File: src/hw/rtl/i2cm_pkg.sv
// ============================================================================
// I2C master sequencer package
// Shared types, codes, the bus operation table and the per-phase pin action.
// ============================================================================
package i2cm_pkg;

    // Command codes carried in the request.
    typedef enum logic [2:0] {
        CMD_START     = 3'd0,
        CMD_STOP      = 3'd1,
        CMD_WRITE     = 3'd2,
        CMD_READ_ACK  = 3'd3,
        CMD_READ_NACK = 3'd4,
        CMD_REG_WRITE = 3'd5,
        CMD_REG_READ  = 3'd6
    } cmd_t;

    // Configuration register indexes.
    localparam int unsigned CFG_IDX_W = 2;
    localparam logic [CFG_IDX_W-1:0] CFG_PHASE_TICKS  = 2'd0;
    localparam logic [CFG_IDX_W-1:0] CFG_STOP_RESTART = 2'd1;
    localparam int unsigned CFG_DATA_W = 16;

    // Operation table row used by a register read that stops before restart.
    localparam logic [2:0] ROW_REG_READ_STOP = 3'd7;
    localparam logic [2:0] STAGE_LAST        = 3'd7;

    // Phase counts of the bus operations.
    localparam logic [4:0] START_STEPS = 5'd4;
    localparam logic [4:0] STOP_STEPS  = 5'd3;
    localparam logic [4:0] BYTE_STEPS  = 5'd18;
    localparam logic [3:0] ACK_BIT     = 4'd8;

    localparam logic [7:0] MSB_MASK  = 8'h80;
    localparam logic [7:0] READ_FLAG = 8'h01;

    typedef enum logic [2:0] {
        OP_NONE  = 3'd0,
        OP_START = 3'd1,
        OP_STOP  = 3'd2,
        OP_WRITE = 3'd3,
        OP_READ  = 3'd4
    } op_kind_t;

    typedef enum logic [1:0] {
        SRC_DATA   = 2'd0,
        SRC_ADDR_W = 2'd1,
        SRC_REG    = 2'd2,
        SRC_ADDR_R = 2'd3
    } src_t;

    typedef struct packed {
        op_kind_t kind;
        src_t     src;
    } op_t;

    typedef struct packed {
        logic scl;
        logic scl_en;
        logic sda;
        logic sda_en;
    } pins_t;

    typedef struct packed {
        pins_t      pins;
        logic [7:0] shift;
        logic       nack;
        logic [7:0] rx;
    } dp_t;

    typedef struct packed {
        logic        active;
        logic [2:0]  acmd;
        logic [6:0]  addr;
        logic [7:0]  reg_idx;
        logic [7:0]  data;
        logic [2:0]  stage;
        logic [4:0]  step;
        logic [15:0] tick;
        dp_t         dp;
    } seq_t;

    localparam seq_t SEQ_RESET = '{
        active:  1'b0,
        acmd:    3'd0,
        addr:    7'd0,
        reg_idx: 8'd0,
        data:    8'd0,
        stage:   3'd0,
        step:    5'd0,
        tick:    16'd0,
        dp:      '{pins: '{scl: 1'b1, scl_en: 1'b0, sda: 1'b1, sda_en: 1'b0},
                   shift: 8'd0, nack: 1'b0, rx: 8'd0}
    };

    typedef struct packed {
        logic        req_type;
        logic [2:0]  command;
        logic [6:0]  dev_addr;
        logic [7:0]  reg_index;
        logic [7:0]  data_byte;
        logic        sda_in;
    } req_t;

    typedef struct packed {
        logic        scl_out;
        logic        scl_enable;
        logic        sda_out;
        logic        sda_enable;
        logic        busy_res;
        logic        done_res;
        logic        nack_seen;
        logic [7:0]  rx_byte;
        logic        rejected;
    } res_t;

    typedef struct packed {
        logic [15:0] phase_ticks;
        logic        stop_before_restart;
    } cfg_t;

    // Table row for a command; a register read with STOP before restart
    // uses its own row.
    function automatic logic [2:0] i2cm_row(logic [2:0] cmd, logic sbr);
        logic [2:0] row;
        row = cmd;
        if (cmd == CMD_REG_READ && sbr)
        begin
            row = ROW_REG_READ_STOP;
        end
        return row;
    endfunction

    // Bus operation list of each command.
    function automatic op_t i2cm_op_at(logic [2:0] row, logic [2:0] stage);
        op_t op;
        op = '{kind: OP_NONE, src: SRC_DATA};
        case (row)
            CMD_START:
            begin
                if (stage == 3'd0) op = '{kind: OP_START, src: SRC_DATA};
            end
            CMD_STOP:
            begin
                if (stage == 3'd0) op = '{kind: OP_STOP, src: SRC_DATA};
            end
            CMD_WRITE:
            begin
                if (stage == 3'd0) op = '{kind: OP_WRITE, src: SRC_DATA};
            end
            CMD_READ_ACK, CMD_READ_NACK:
            begin
                if (stage == 3'd0) op = '{kind: OP_READ, src: SRC_DATA};
            end
            CMD_REG_WRITE:
            begin
                case (stage)
                    3'd0: op = '{kind: OP_START, src: SRC_DATA};
                    3'd1: op = '{kind: OP_WRITE, src: SRC_ADDR_W};
                    3'd2: op = '{kind: OP_WRITE, src: SRC_REG};
                    3'd3: op = '{kind: OP_WRITE, src: SRC_DATA};
                    3'd4: op = '{kind: OP_STOP, src: SRC_DATA};
                    default: op = '{kind: OP_NONE, src: SRC_DATA};
                endcase
            end
            CMD_REG_READ:
            begin
                case (stage)
                    3'd0: op = '{kind: OP_START, src: SRC_DATA};
                    3'd1: op = '{kind: OP_WRITE, src: SRC_ADDR_W};
                    3'd2: op = '{kind: OP_WRITE, src: SRC_REG};
                    3'd3: op = '{kind: OP_START, src: SRC_DATA};
                    3'd4: op = '{kind: OP_WRITE, src: SRC_ADDR_R};
                    3'd5: op = '{kind: OP_READ, src: SRC_DATA};
                    3'd6: op = '{kind: OP_STOP, src: SRC_DATA};
                    default: op = '{kind: OP_NONE, src: SRC_DATA};
                endcase
            end
            default:
            begin
                case (stage)
                    3'd0: op = '{kind: OP_START, src: SRC_DATA};
                    3'd1: op = '{kind: OP_WRITE, src: SRC_ADDR_W};
                    3'd2: op = '{kind: OP_WRITE, src: SRC_REG};
                    3'd3: op = '{kind: OP_STOP, src: SRC_DATA};
                    3'd4: op = '{kind: OP_START, src: SRC_DATA};
                    3'd5: op = '{kind: OP_WRITE, src: SRC_ADDR_R};
                    3'd6: op = '{kind: OP_READ, src: SRC_DATA};
                    3'd7: op = '{kind: OP_STOP, src: SRC_DATA};
                    default: op = '{kind: OP_NONE, src: SRC_DATA};
                endcase
            end
        endcase
        return op;
    endfunction

    function automatic logic [4:0] i2cm_op_len(op_kind_t kind);
        logic [4:0] len;
        case (kind)
            OP_START: len = START_STEPS;
            OP_STOP:  len = STOP_STEPS;
            default:  len = BYTE_STEPS;
        endcase
        return len;
    endfunction

    // Pin and data changes at the end of phase k of an operation.
    function automatic dp_t i2cm_act(op_kind_t kind, logic [4:0] k, logic sda_in,
                                     logic [2:0] acmd, dp_t s);
        dp_t        r;
        logic [3:0] b;
        logic [3:0] b2;
        logic       rd;
        logic       rd2;
        r   = s;
        b   = k[4:1] - 4'd1;
        b2  = k[4:1];
        rd  = (kind == OP_READ) ? (b < ACK_BIT) : (b == ACK_BIT);
        rd2 = (kind == OP_READ) ? (b2 < ACK_BIT) : (b2 == ACK_BIT);
        if (kind == OP_START)
        begin
            case (k)
                5'd1:
                begin
                    r.pins.scl_en = 1'b1;
                    r.pins.sda_en = 1'b1;
                    r.pins.sda    = 1'b1;
                end
                5'd2: r.pins.scl = 1'b1;
                5'd3: r.pins.sda = 1'b0;
                5'd4: r.pins.scl = 1'b0;
                default: r = s;
            endcase
        end
        else if (kind == OP_STOP)
        begin
            case (k)
                5'd0: r.pins.sda    = 1'b0;
                5'd1: r.pins.scl    = 1'b1;
                5'd2: r.pins.sda    = 1'b1;
                5'd3: r.pins.sda_en = 1'b0;
                default: r = s;
            endcase
        end
        else if (k[0])
        begin
            r.pins.scl = 1'b1;
        end
        else
        begin
            if (k != 5'd0)
            begin
                // Falling SCL edge; a bit read from the target is sampled here.
                if (rd)
                begin
                    if (b == ACK_BIT)
                    begin
                        r.nack = r.nack | sda_in;
                    end
                    else
                    begin
                        r.shift = {r.shift[6:0], sda_in};
                    end
                    r.pins.sda_en = 1'b1;
                end
                r.pins.scl = 1'b0;
                if (kind == OP_READ && k == BYTE_STEPS)
                begin
                    r.rx = r.shift;
                end
            end
            if (k < BYTE_STEPS)
            begin
                // Set up SDA for the next bit while SCL is low.
                if (rd2)
                begin
                    r.pins.sda    = 1'b1;
                    r.pins.sda_en = 1'b0;
                end
                else if (kind == OP_WRITE)
                begin
                    r.pins.sda = (r.shift & (MSB_MASK >> b2)) != 8'd0;
                end
                else
                begin
                    r.pins.sda = (acmd != CMD_READ_ACK);
                end
            end
        end
        return r;
    endfunction

    // Start of an operation: clear the phase counters, load the byte to send
    // and apply the phase zero action.
    function automatic seq_t i2cm_begin_op(seq_t s, op_t op);
        seq_t r;
        r      = s;
        r.step = 5'd0;
        r.tick = 16'd0;
        if (op.kind == OP_WRITE)
        begin
            case (op.src)
                SRC_DATA:   r.dp.shift = s.data;
                SRC_ADDR_W: r.dp.shift = {s.addr, 1'b0};
                SRC_REG:    r.dp.shift = s.reg_idx;
                default:    r.dp.shift = {s.addr, 1'b0} | READ_FLAG;
            endcase
        end
        else if (op.kind == OP_READ)
        begin
            r.dp.shift = 8'd0;
        end
        r.dp = i2cm_act(op.kind, 5'd0, 1'b0, r.acmd, r.dp);
        return r;
    endfunction

endpackage

File: src/hw/rtl/i2cm_ifs.sv
// ============================================================================
// I2C master sequencer channels
// Request, result and configuration write channels with valid and ready.
// ============================================================================
interface i2cm_req_if;
    logic       valid;
    logic       ready;
    logic       req_type;
    logic [2:0] command;
    logic [6:0] dev_addr;
    logic [7:0] reg_index;
    logic [7:0] data_byte;
    logic       sda_in;

    modport source (output valid, req_type, command, dev_addr, reg_index, data_byte,
                    sda_in, input ready);
    modport sink (input valid, req_type, command, dev_addr, reg_index, data_byte,
                  sda_in, output ready);
endinterface

interface i2cm_res_if;
    logic       valid;
    logic       ready;
    logic       scl_out;
    logic       scl_enable;
    logic       sda_out;
    logic       sda_enable;
    logic       busy_res;
    logic       done_res;
    logic       nack_seen;
    logic [7:0] rx_byte;
    logic       rejected;

    modport source (output valid, scl_out, scl_enable, sda_out, sda_enable, busy_res,
                    done_res, nack_seen, rx_byte, rejected, input ready);
    modport sink (input valid, scl_out, scl_enable, sda_out, sda_enable, busy_res,
                  done_res, nack_seen, rx_byte, rejected, output ready);
endinterface

interface i2cm_cfg_if;
    logic                               valid;
    logic                               ready;
    logic [i2cm_pkg::CFG_IDX_W-1:0]     idx;
    logic [i2cm_pkg::CFG_DATA_W-1:0]    wdata;

    modport source (output valid, idx, wdata, input ready);
    modport sink (input valid, idx, wdata, output ready);
endinterface

File: src/hw/rtl/i2cm_step.sv
// ============================================================================
// I2C master sequencer step logic
// Next sequencer state and result for one request, in a single pass.
// ============================================================================
module i2cm_step (
    input  i2cm_pkg::req_t  req_in,
    input  i2cm_pkg::seq_t  state,
    input  i2cm_pkg::cfg_t  cfg,
    output i2cm_pkg::seq_t  state_next,
    output i2cm_pkg::res_t  res_out
);

    i2cm_pkg::seq_t nx;
    i2cm_pkg::op_t  op_cur;
    i2cm_pkg::op_t  op_nxt;
    i2cm_pkg::op_t  op_first;
    logic [2:0]     row;
    logic [2:0]     stage_inc;
    logic [15:0]    limit;
    logic [15:0]    tick_inc;
    logic [4:0]     k;
    logic           done;
    logic           rej;

    always_comb
    begin
        nx        = state;
        done      = 1'b0;
        rej       = 1'b0;
        row       = i2cm_pkg::i2cm_row(state.acmd, cfg.stop_before_restart);
        stage_inc = state.stage + 3'd1;
        op_cur    = i2cm_pkg::i2cm_op_at(row, state.stage);
        op_nxt    = i2cm_pkg::i2cm_op_at(row, stage_inc);
        op_first  = i2cm_pkg::i2cm_op_at(
                        i2cm_pkg::i2cm_row(req_in.command, cfg.stop_before_restart), 3'd0);
        limit     = (cfg.phase_ticks == 16'd0) ? 16'd1 : cfg.phase_ticks;
        tick_inc  = state.tick + 16'd1;
        k         = state.step + 5'd1;

        if (req_in.req_type)
        begin
            if (state.active || req_in.command > i2cm_pkg::CMD_REG_READ)
            begin
                rej = 1'b1;
            end
            else
            begin
                nx.active  = 1'b1;
                nx.acmd    = req_in.command;
                nx.addr    = req_in.dev_addr;
                nx.reg_idx = req_in.reg_index;
                nx.data    = req_in.data_byte;
                nx.stage   = 3'd0;
                if (req_in.command inside {i2cm_pkg::CMD_START, i2cm_pkg::CMD_REG_WRITE,
                                           i2cm_pkg::CMD_REG_READ})
                begin
                    nx.dp.nack = 1'b0;
                end
                nx = i2cm_pkg::i2cm_begin_op(nx, op_first);
            end
        end
        else if (state.active)
        begin
            nx.tick = tick_inc;
            if (tick_inc >= limit)
            begin
                nx.tick = 16'd0;
                nx.step = k;
                nx.dp   = i2cm_pkg::i2cm_act(op_cur.kind, k, req_in.sda_in,
                                             state.acmd, state.dp);
                if (k >= i2cm_pkg::i2cm_op_len(op_cur.kind))
                begin
                    if (state.stage == i2cm_pkg::STAGE_LAST ||
                        op_nxt.kind == i2cm_pkg::OP_NONE)
                    begin
                        nx.active = 1'b0;
                        nx.step   = 5'd0;
                        nx.stage  = 3'd0;
                        done      = 1'b1;
                    end
                    else
                    begin
                        nx.stage = stage_inc;
                        nx = i2cm_pkg::i2cm_begin_op(nx, op_nxt);
                    end
                end
            end
        end
    end

    assign state_next = nx;

    assign res_out = '{
        scl_out:    nx.dp.pins.scl,
        scl_enable: nx.dp.pins.scl_en,
        sda_out:    nx.dp.pins.sda,
        sda_enable: nx.dp.pins.sda_en,
        busy_res:   nx.active,
        done_res:   done,
        nack_seen:  nx.dp.nack,
        rx_byte:    nx.dp.rx,
        rejected:   rej
    };

endmodule

File: src/hw/rtl/i2cm_res_stage.sv
// ============================================================================
// I2C master sequencer result register
// Holds one result until the sink takes it; refills in the same cycle.
// ============================================================================
module i2cm_res_stage (
    input  logic             clk,
    input  logic             rst_n,
    input  logic             load,
    input  i2cm_pkg::res_t   res_in,
    output logic             can_load,
    i2cm_res_if.source       res
);

    logic            valid_reg;
    logic            valid_next;
    i2cm_pkg::res_t  data_reg;

    always_comb
    begin
        valid_next = valid_reg;
        if (load)
        begin
            valid_next = 1'b1;
        end
        else if (res.ready)
        begin
            valid_next = 1'b0;
        end
    end

    always_ff @(posedge clk or negedge rst_n)
    begin
        if (!rst_n)
        begin
            valid_reg <= 1'b0;
        end
        else
        begin
            valid_reg <= valid_next;
        end
    end

    always_ff @(posedge clk)
    begin
        if (load)
        begin
            data_reg <= res_in;
        end
    end

    assign can_load       = !valid_reg || res.ready;
    assign res.valid      = valid_reg;
    assign res.scl_out    = data_reg.scl_out;
    assign res.scl_enable = data_reg.scl_enable;
    assign res.sda_out    = data_reg.sda_out;
    assign res.sda_enable = data_reg.sda_enable;
    assign res.busy_res   = data_reg.busy_res;
    assign res.done_res   = data_reg.done_res;
    assign res.nack_seen  = data_reg.nack_seen;
    assign res.rx_byte    = data_reg.rx_byte;
    assign res.rejected   = data_reg.rejected;

endmodule

File: src/hw/rtl/i2c_master_sequencer_unit.sv
// ============================================================================
// I2C master sequencer
// Tick-driven I2C master. A command request (req_type 1) is taken while the
// block is idle: START, STOP, write byte, read byte with ACK or NACK, a
// one-byte register write or a one-byte register read; a command that comes
// while busy, or an unused command code, is ignored and flagged as rejected.
// Tick requests (req_type 0) then move the command forward one bit-delay
// phase per phase_ticks ticks, setting SCL, SDA and their enables and
// sampling sda_in on the tick that ends a read phase. Bytes go MSB first and
// every acknowledge bit read is ORed into nack_seen, which is cleared when a
// START, register write or register read command is accepted. Every request
// gives exactly one result, with the pin levels after it, busy, done, the
// NACK flag and the last byte read. A request is taken every clock cycle:
// the whole update is one pass of logic from the held state into a result
// register, which appears in the cycle after acceptance and frees itself in the
// cycle it is taken, so only a stalled result sink slows the stream.
// Configuration writes are always accepted; change them only while idle.
// ============================================================================
module i2c_master_sequencer_unit (
    input  logic          clk,
    input  logic          rst_n,
    i2cm_cfg_if.sink      cfg,
    i2cm_req_if.sink      req,
    i2cm_res_if.source    res
);

    // Configuration registers.
    logic [15:0]     phase_ticks_reg;
    logic            stop_restart_reg;

    // Sequencer state, updated on every accepted request.
    i2cm_pkg::seq_t  state_reg;
    i2cm_pkg::seq_t  state_next;

    i2cm_pkg::req_t  req_in;
    i2cm_pkg::res_t  res_next;
    i2cm_pkg::cfg_t  cfg_cur;
    logic            can_load;
    logic            accept;

    assign cfg.ready = 1'b1;

    always_ff @(posedge clk or negedge rst_n)
    begin
        if (!rst_n)
        begin
            phase_ticks_reg  <= 16'd1;
            stop_restart_reg <= 1'b0;
        end
        else if (cfg.valid)
        begin
            if (cfg.idx == i2cm_pkg::CFG_PHASE_TICKS)
            begin
                phase_ticks_reg <= cfg.wdata;
            end
            else if (cfg.idx == i2cm_pkg::CFG_STOP_RESTART)
            begin
                stop_restart_reg <= cfg.wdata[0];
            end
        end
    end

    assign cfg_cur = '{phase_ticks: phase_ticks_reg,
                       stop_before_restart: stop_restart_reg};

    assign req_in = '{
        req_type:  req.req_type,
        command:   req.command,
        dev_addr:  req.dev_addr,
        reg_index: req.reg_index,
        data_byte: req.data_byte,
        sda_in:    req.sda_in
    };

    // A request is taken whenever the result register has room for its result.
    assign req.ready = can_load;
    assign accept    = req.valid && can_load;

    i2cm_step u_step (
        .req_in     (req_in),
        .state      (state_reg),
        .cfg        (cfg_cur),
        .state_next (state_next),
        .res_out    (res_next)
    );

    always_ff @(posedge clk or negedge rst_n)
    begin
        if (!rst_n)
        begin
            state_reg <= i2cm_pkg::SEQ_RESET;
        end
        else if (accept)
        begin
            state_reg <= state_next;
        end
    end

    i2cm_res_stage u_res_stage (
        .clk      (clk),
        .rst_n    (rst_n),
        .load     (accept),
        .res_in   (res_next),
        .can_load (can_load),
        .res      (res)
    );

endmodule
File: src/flat_wrapper.sv
// flat-port wrapper written by rule: the top's interface ports become plain ports
module i2c_master_sequencer_unit_flat 
  (clk, rst_n, cfg_valid, cfg_idx, cfg_wdata, cfg_ready, req_valid, req_req_type, req_command, req_dev_addr, req_reg_index, req_data_byte, req_sda_in, req_ready, res_valid, res_scl_out, res_scl_enable, res_sda_out, res_sda_enable, res_busy_res, res_done_res, res_nack_seen, res_rx_byte, res_rejected, res_ready);
  i2cm_cfg_if cfg_i ();
  i2cm_req_if req_i ();
  i2cm_res_if res_i ();
  input  logic clk;
  input  logic rst_n;
  input wire logic [$bits(cfg_i.valid)-1:0] cfg_valid;
  input wire logic [$bits(cfg_i.idx)-1:0] cfg_idx;
  input wire logic [$bits(cfg_i.wdata)-1:0] cfg_wdata;
  output wire logic [$bits(cfg_i.ready)-1:0] cfg_ready;
  input wire logic [$bits(req_i.valid)-1:0] req_valid;
  input wire logic [$bits(req_i.req_type)-1:0] req_req_type;
  input wire logic [$bits(req_i.command)-1:0] req_command;
  input wire logic [$bits(req_i.dev_addr)-1:0] req_dev_addr;
  input wire logic [$bits(req_i.reg_index)-1:0] req_reg_index;
  input wire logic [$bits(req_i.data_byte)-1:0] req_data_byte;
  input wire logic [$bits(req_i.sda_in)-1:0] req_sda_in;
  output wire logic [$bits(req_i.ready)-1:0] req_ready;
  output wire logic [$bits(res_i.valid)-1:0] res_valid;
  output wire logic [$bits(res_i.scl_out)-1:0] res_scl_out;
  output wire logic [$bits(res_i.scl_enable)-1:0] res_scl_enable;
  output wire logic [$bits(res_i.sda_out)-1:0] res_sda_out;
  output wire logic [$bits(res_i.sda_enable)-1:0] res_sda_enable;
  output wire logic [$bits(res_i.busy_res)-1:0] res_busy_res;
  output wire logic [$bits(res_i.done_res)-1:0] res_done_res;
  output wire logic [$bits(res_i.nack_seen)-1:0] res_nack_seen;
  output wire logic [$bits(res_i.rx_byte)-1:0] res_rx_byte;
  output wire logic [$bits(res_i.rejected)-1:0] res_rejected;
  input wire logic [$bits(res_i.ready)-1:0] res_ready;
  assign cfg_i.valid = cfg_valid;
  assign cfg_i.idx = cfg_idx;
  assign cfg_i.wdata = cfg_wdata;
  assign cfg_ready = cfg_i.ready;
  assign req_i.valid = req_valid;
  assign req_i.req_type = req_req_type;
  assign req_i.command = req_command;
  assign req_i.dev_addr = req_dev_addr;
  assign req_i.reg_index = req_reg_index;
  assign req_i.data_byte = req_data_byte;
  assign req_i.sda_in = req_sda_in;
  assign req_ready = req_i.ready;
  assign res_valid = res_i.valid;
  assign res_scl_out = res_i.scl_out;
  assign res_scl_enable = res_i.scl_enable;
  assign res_sda_out = res_i.sda_out;
  assign res_sda_enable = res_i.sda_enable;
  assign res_busy_res = res_i.busy_res;
  assign res_done_res = res_i.done_res;
  assign res_nack_seen = res_i.nack_seen;
  assign res_rx_byte = res_i.rx_byte;
  assign res_rejected = res_i.rejected;
  assign res_i.ready = res_ready;
  i2c_master_sequencer_unit u_core (.clk(clk), .rst_n(rst_n), .cfg(cfg_i), .req(req_i), .res(res_i));
endmodule
File: config.mk
export PLATFORM = sky130hd
export DESIGN_NAME = i2c_master_sequencer_unit_flat
export DESIGN_NICKNAME = d
export VERILOG_FILES = /design/src/hw/rtl/i2cm_pkg.sv /design/src/hw/rtl/i2cm_ifs.sv /design/src/hw/rtl/i2cm_step.sv /design/src/hw/rtl/i2cm_res_stage.sv /design/src/hw/rtl/i2c_master_sequencer_unit.sv /design/src/flat_wrapper.sv
export SDC_FILE = /design/constraint.sdc
export NUM_CORES = 1
export LEC_CHECK = 0
export ABC_AREA = 0
export BUFFER_PORTS_ARGS = -buffer_cell sky130_fd_sc_hd__buf_4
export CAP_MARGIN = 5
export CORE_ASPECT_RATIO = 1.5
export CORE_MARGIN = 1
export CORE_UTILIZATION = 30
export CTS_BUF_LIST = sky130_fd_sc_hd__clkbuf_4 sky130_fd_sc_hd__clkbuf_8
export DETAILED_ROUTE_END_ITERATION = 6
export PLACE_DENSITY = 0.48
export SLEW_MARGIN = 15
export SYNTH_ARGS = -nofsm -noshare
export SYNTH_HDL_FRONTEND = slang
export SYNTH_SLANG_ARGS = --single-unit
File: constraint.sdc
create_clock -name clk -period 12.1 [get_ports clk]
set_clock_uncertainty 0.2 [all_clocks]
set_input_delay 1.815 -clock clk [delete_from_list [all_inputs] [get_ports clk]]
set_output_delay 1.815 -clock clk [all_outputs]
set_load 0.03 [all_outputs]
==> results_dict.tcl <==
set metrics [dict create \
    status "finished, final reports clean" \
    fin_cells 1096 \
    core.rowCount 68 \
    wl_per_cell_um 17.5 \
    insertion_delay_ns 0.40 \
    netlist_area_um2 7070 \
    netlist_instances 726 \
    syn_area_per_cell_um2 9.73 \
    drcViolationCount 0 \
    worst_ir_drop_vdd_mv 0.0583 \
    yosysSeqAreaShare 0.387 \
    ios 70 \
    worst_pin_slew_ns 1.02 \
    rsz0062_at_grt "false" \
    synth_common_cells "dfrtp_1 (87), nand2_1 (60), o21ai_0 (56)" \
    start_kind "flip-flop" \
    first_global_vias 5573 \
    antenna_found_initial 0 \
    clk_root_buffer_cell "clkbuf_8" \
    postCtsSetupRepairBufs 0 \
    area_growth_pct 14.2 \
    yosysUniqueCellTypes 81 \
    p_switching_w 0.000391 \
    power_frac_seq 0.453 \
    rr_startpoint "u_core.state_reg[43]" \
    largest_reg_flops 72 \
    dp_worst_setup_slack_ns 7.29 \
    vias_per_cell 5.13 \
    hold_path_end "u_core.state_reg[3]" \
    layout-drive-gt1-share 0.204 \
    power_frac_comb 0.326 \
    synth_seq_cells 106 \
    cp-end-kind "flip-flop" \
    dp_hpwl_mm 14.5 \
    holdBufCountCts 0 \
    globalplace.congestion 0.830 \
    synth_edf_count 16 \
    holdPathStages 1 \
    fmax_mhz 208 \
    place_inst 1080 \
    ctsResizeCount 0 \
    p_sw_frac 0.363 \
    io_buffers 68 \
    setup_viol 0 \
    synth_flop_cell "dfrtp_1" \
    crit_chain "inv_1 > ha_1 > o21ba_1 > o311a_4 > o31a_1 > nor4_2 > ha_1 > nand2b_1 > a21oi_1 > o21ai_1 > o31ai_1 > nand2b_1 > o21ai_0 > a21oi_1 > a22oi_1 > a21oi_1" \
    die_x_um 127 \
    overflow 0 \
    fillCellCount 2385 \
    synthesis.nets 813 \
    p_per_area_nw_per_um2 133 \
    setup_slack_ns 7.29 \
    cp_max_fo 8 \
    grt_pass1_wl_mm 30.4 \
    num_vias 5624 \
    clk_path_buf_depth 2 \
    yosysWarnings 0 \
    period_share 0.398 \
    die_area_um2 24200 \
    p_int_w 0.000686 \
    crit_type "flip-flop to flip-flop" \
    crit_top_cell "a21oi_1" \
    synth_async_sr_flop_share 0.849 \
    ff2ff_path_depth 16 \
    cts_htree_levels 3 \
    slowest_delay_ns 0.58 \
    post-synth-top-area-cell "dfrtp_1" \
    drv_slew 0 \
    start_util 0.306 \
    core_um2 23100 \
    period_minus_slack_ns 4.81 \
    antennaDiodeCount 0 \
    final_nets 863 \
    drtIter0Drc 209 \
    cp.arrival_ns 4.95 \
    fp.dieH_um 190 \
    yosysTopAreaCellShare 0.308 \
    fin_setup_tns_ns 0 \
    required_ns 12.24 \
    r2r-end "u_core.state_reg[9]" \
    drtPass1Iterations 5 \
    pwr-share-clk 0.221 \
    p_total_w 0.00108 \
    clock-sinks 106 \
    drv_cap 0 \
    grt_use_total 0.165 \
    ant_nets 0 \
    final-hold-violation-count 0 \
    synth.most_common_cell "dfrtp_1" \
    cts_tree "built" \
    min_path_type "flip-flop to flip-flop" \
    grt_start_max_net_pins 51 \
    slowest_stage "o31ai_1" \
    numCtsBuffers 9 \
    slew_headroom 0.315 \
    worst-r2r-setup-slack_ns 7.29 \
    clk_pin_slew_ns 0.11 \
    leakage_nw 3.72 \
    ys_top_cells_by_area "dfrtp_1 (31%), edfxtp_1 (6.8%), mux2_2 (6.5%)" \
    routed_wl_mm 19.2 \
    holdCritStartpoint "u_core.state_reg[3]" \
]
==> per-stage QoR <==
stage | instance area, um^2 | util | hold slack (ns)
after CTS | 8070 | 0.350 | 0.294
after floorplan | 7070 | - | 0.252
after global placement | 7870 | 0.341 | 0.262
after global routing | 8070 | 0.350 | 0.308
after detailed placement | 7870 | 0.341 | 0.272
final | 8070 | 0.350 | 0.293
==> power groups by stage <==
stage	clock network [W]	registers (W)	logic (W)
6_report	0.000238	0.000488	0.000352
5_1_grt	0.000260	0.000496	0.000389
4_1_cts	0.000248	0.000488	0.000356
3_5_place_dp	0	0.000495	0.000354
3_3_place_gp	0	0.000496	0.000352
2_1_floorplan	0	0.000464	0.000270
==> worst max-delay path, delay by kind of cell (launching register included) <==
family / cells / cell delay [ns]
AO/OA/AOI/OAI: 10 / 2.25
AND/OR/NAND/NOR: 3 / 1.03
buffers and inverters: 1 / 0.13
flip-flops: 1 / 0.49
adder cells (fa/ha/maj): 2 / 0.64
==> routing by layer <==
metal	track usage	part of all wire	wire length, um	vias to the layer above
li1	-	-	-	2732
met1	0.182	0.40	7640	2754
met2	0.309	0.55	10500	107
met3	0.0219	0.025	484	31
met4	0.0733	0.031	592	0
met5	0	0	0	-
==> cells in the final DEF (no fill, tap or decap), types with 10 or more instances in the layout <==
cell type	count
o21ai_0	56
ha_1	36
mux2_1	24
a21oi_1	33
clkbuf_8	10
dfrtp_1	87
mux2_2	41
nor2_1	52
o21ai_1	17
xor2_1	14
mux2i_1	21
nand2_1	60
buf_4	76
and3_1	11
inv_1	33
nand3_1	18
nand2b_1	19
edfxtp_1	16
==> kinds of logic (layout without fill, tap and decap cells) <==
kind of cell / count (synthesis) / after routing / synth area share
AO/OA/AOI/OAI: 196 / 196 / 0.190
XOR/XNOR: 22 / 22 / 0.0273
adder cells (fa/ha/maj): 36 / 36 / 0.0638
buffers and inverters: 71 / 126 / 0.0429
flip-flops: 106 / 106 / 0.387
multiplexers: 92 / 92 / 0.146
other: 1 / 1 / 0.000531
AND/OR/NAND/NOR: 202 / 202 / 0.142
==> cell type report <==
| type | count | area, um^2 | share of cell area |
|---|---|---|---|
| Multi-Input combinational cell | 549 | 4040 | 0.500 |
| Clock inverter | 5 | 61.3 | 0.00760 |
| Clock buffer | 11 | 145 | 0.0180 |
| Sequential cell | 106 | 2740 | 0.339 |
| Inverter | 34 | 128 | 0.0158 |
| Tap cell | 315 | 394 | 0.0488 |
| Timing Repair Buffer | 76 | 571 | 0.0707 |
==> how the worst max path moves through the flow <==
stage	end	slack, ns	startpoint
after floorplan	u_core.state_reg[0]	7.65	u_core.state_reg[21]
after global placement	u_core.state_reg[9]	7.35	u_core.state_reg[42]
after detailed placement	u_core.state_reg[9]	7.29	u_core.state_reg[42]
after CTS	u_core.state_reg[9]	7.25	u_core.state_reg[42]
after global routing	u_core.state_reg[9]	6.89	u_core.state_reg[43]
final	u_core.state_reg[9]	7.29	u_core.state_reg[43]
Note: power is estimated with default switching activity, not from simulation.
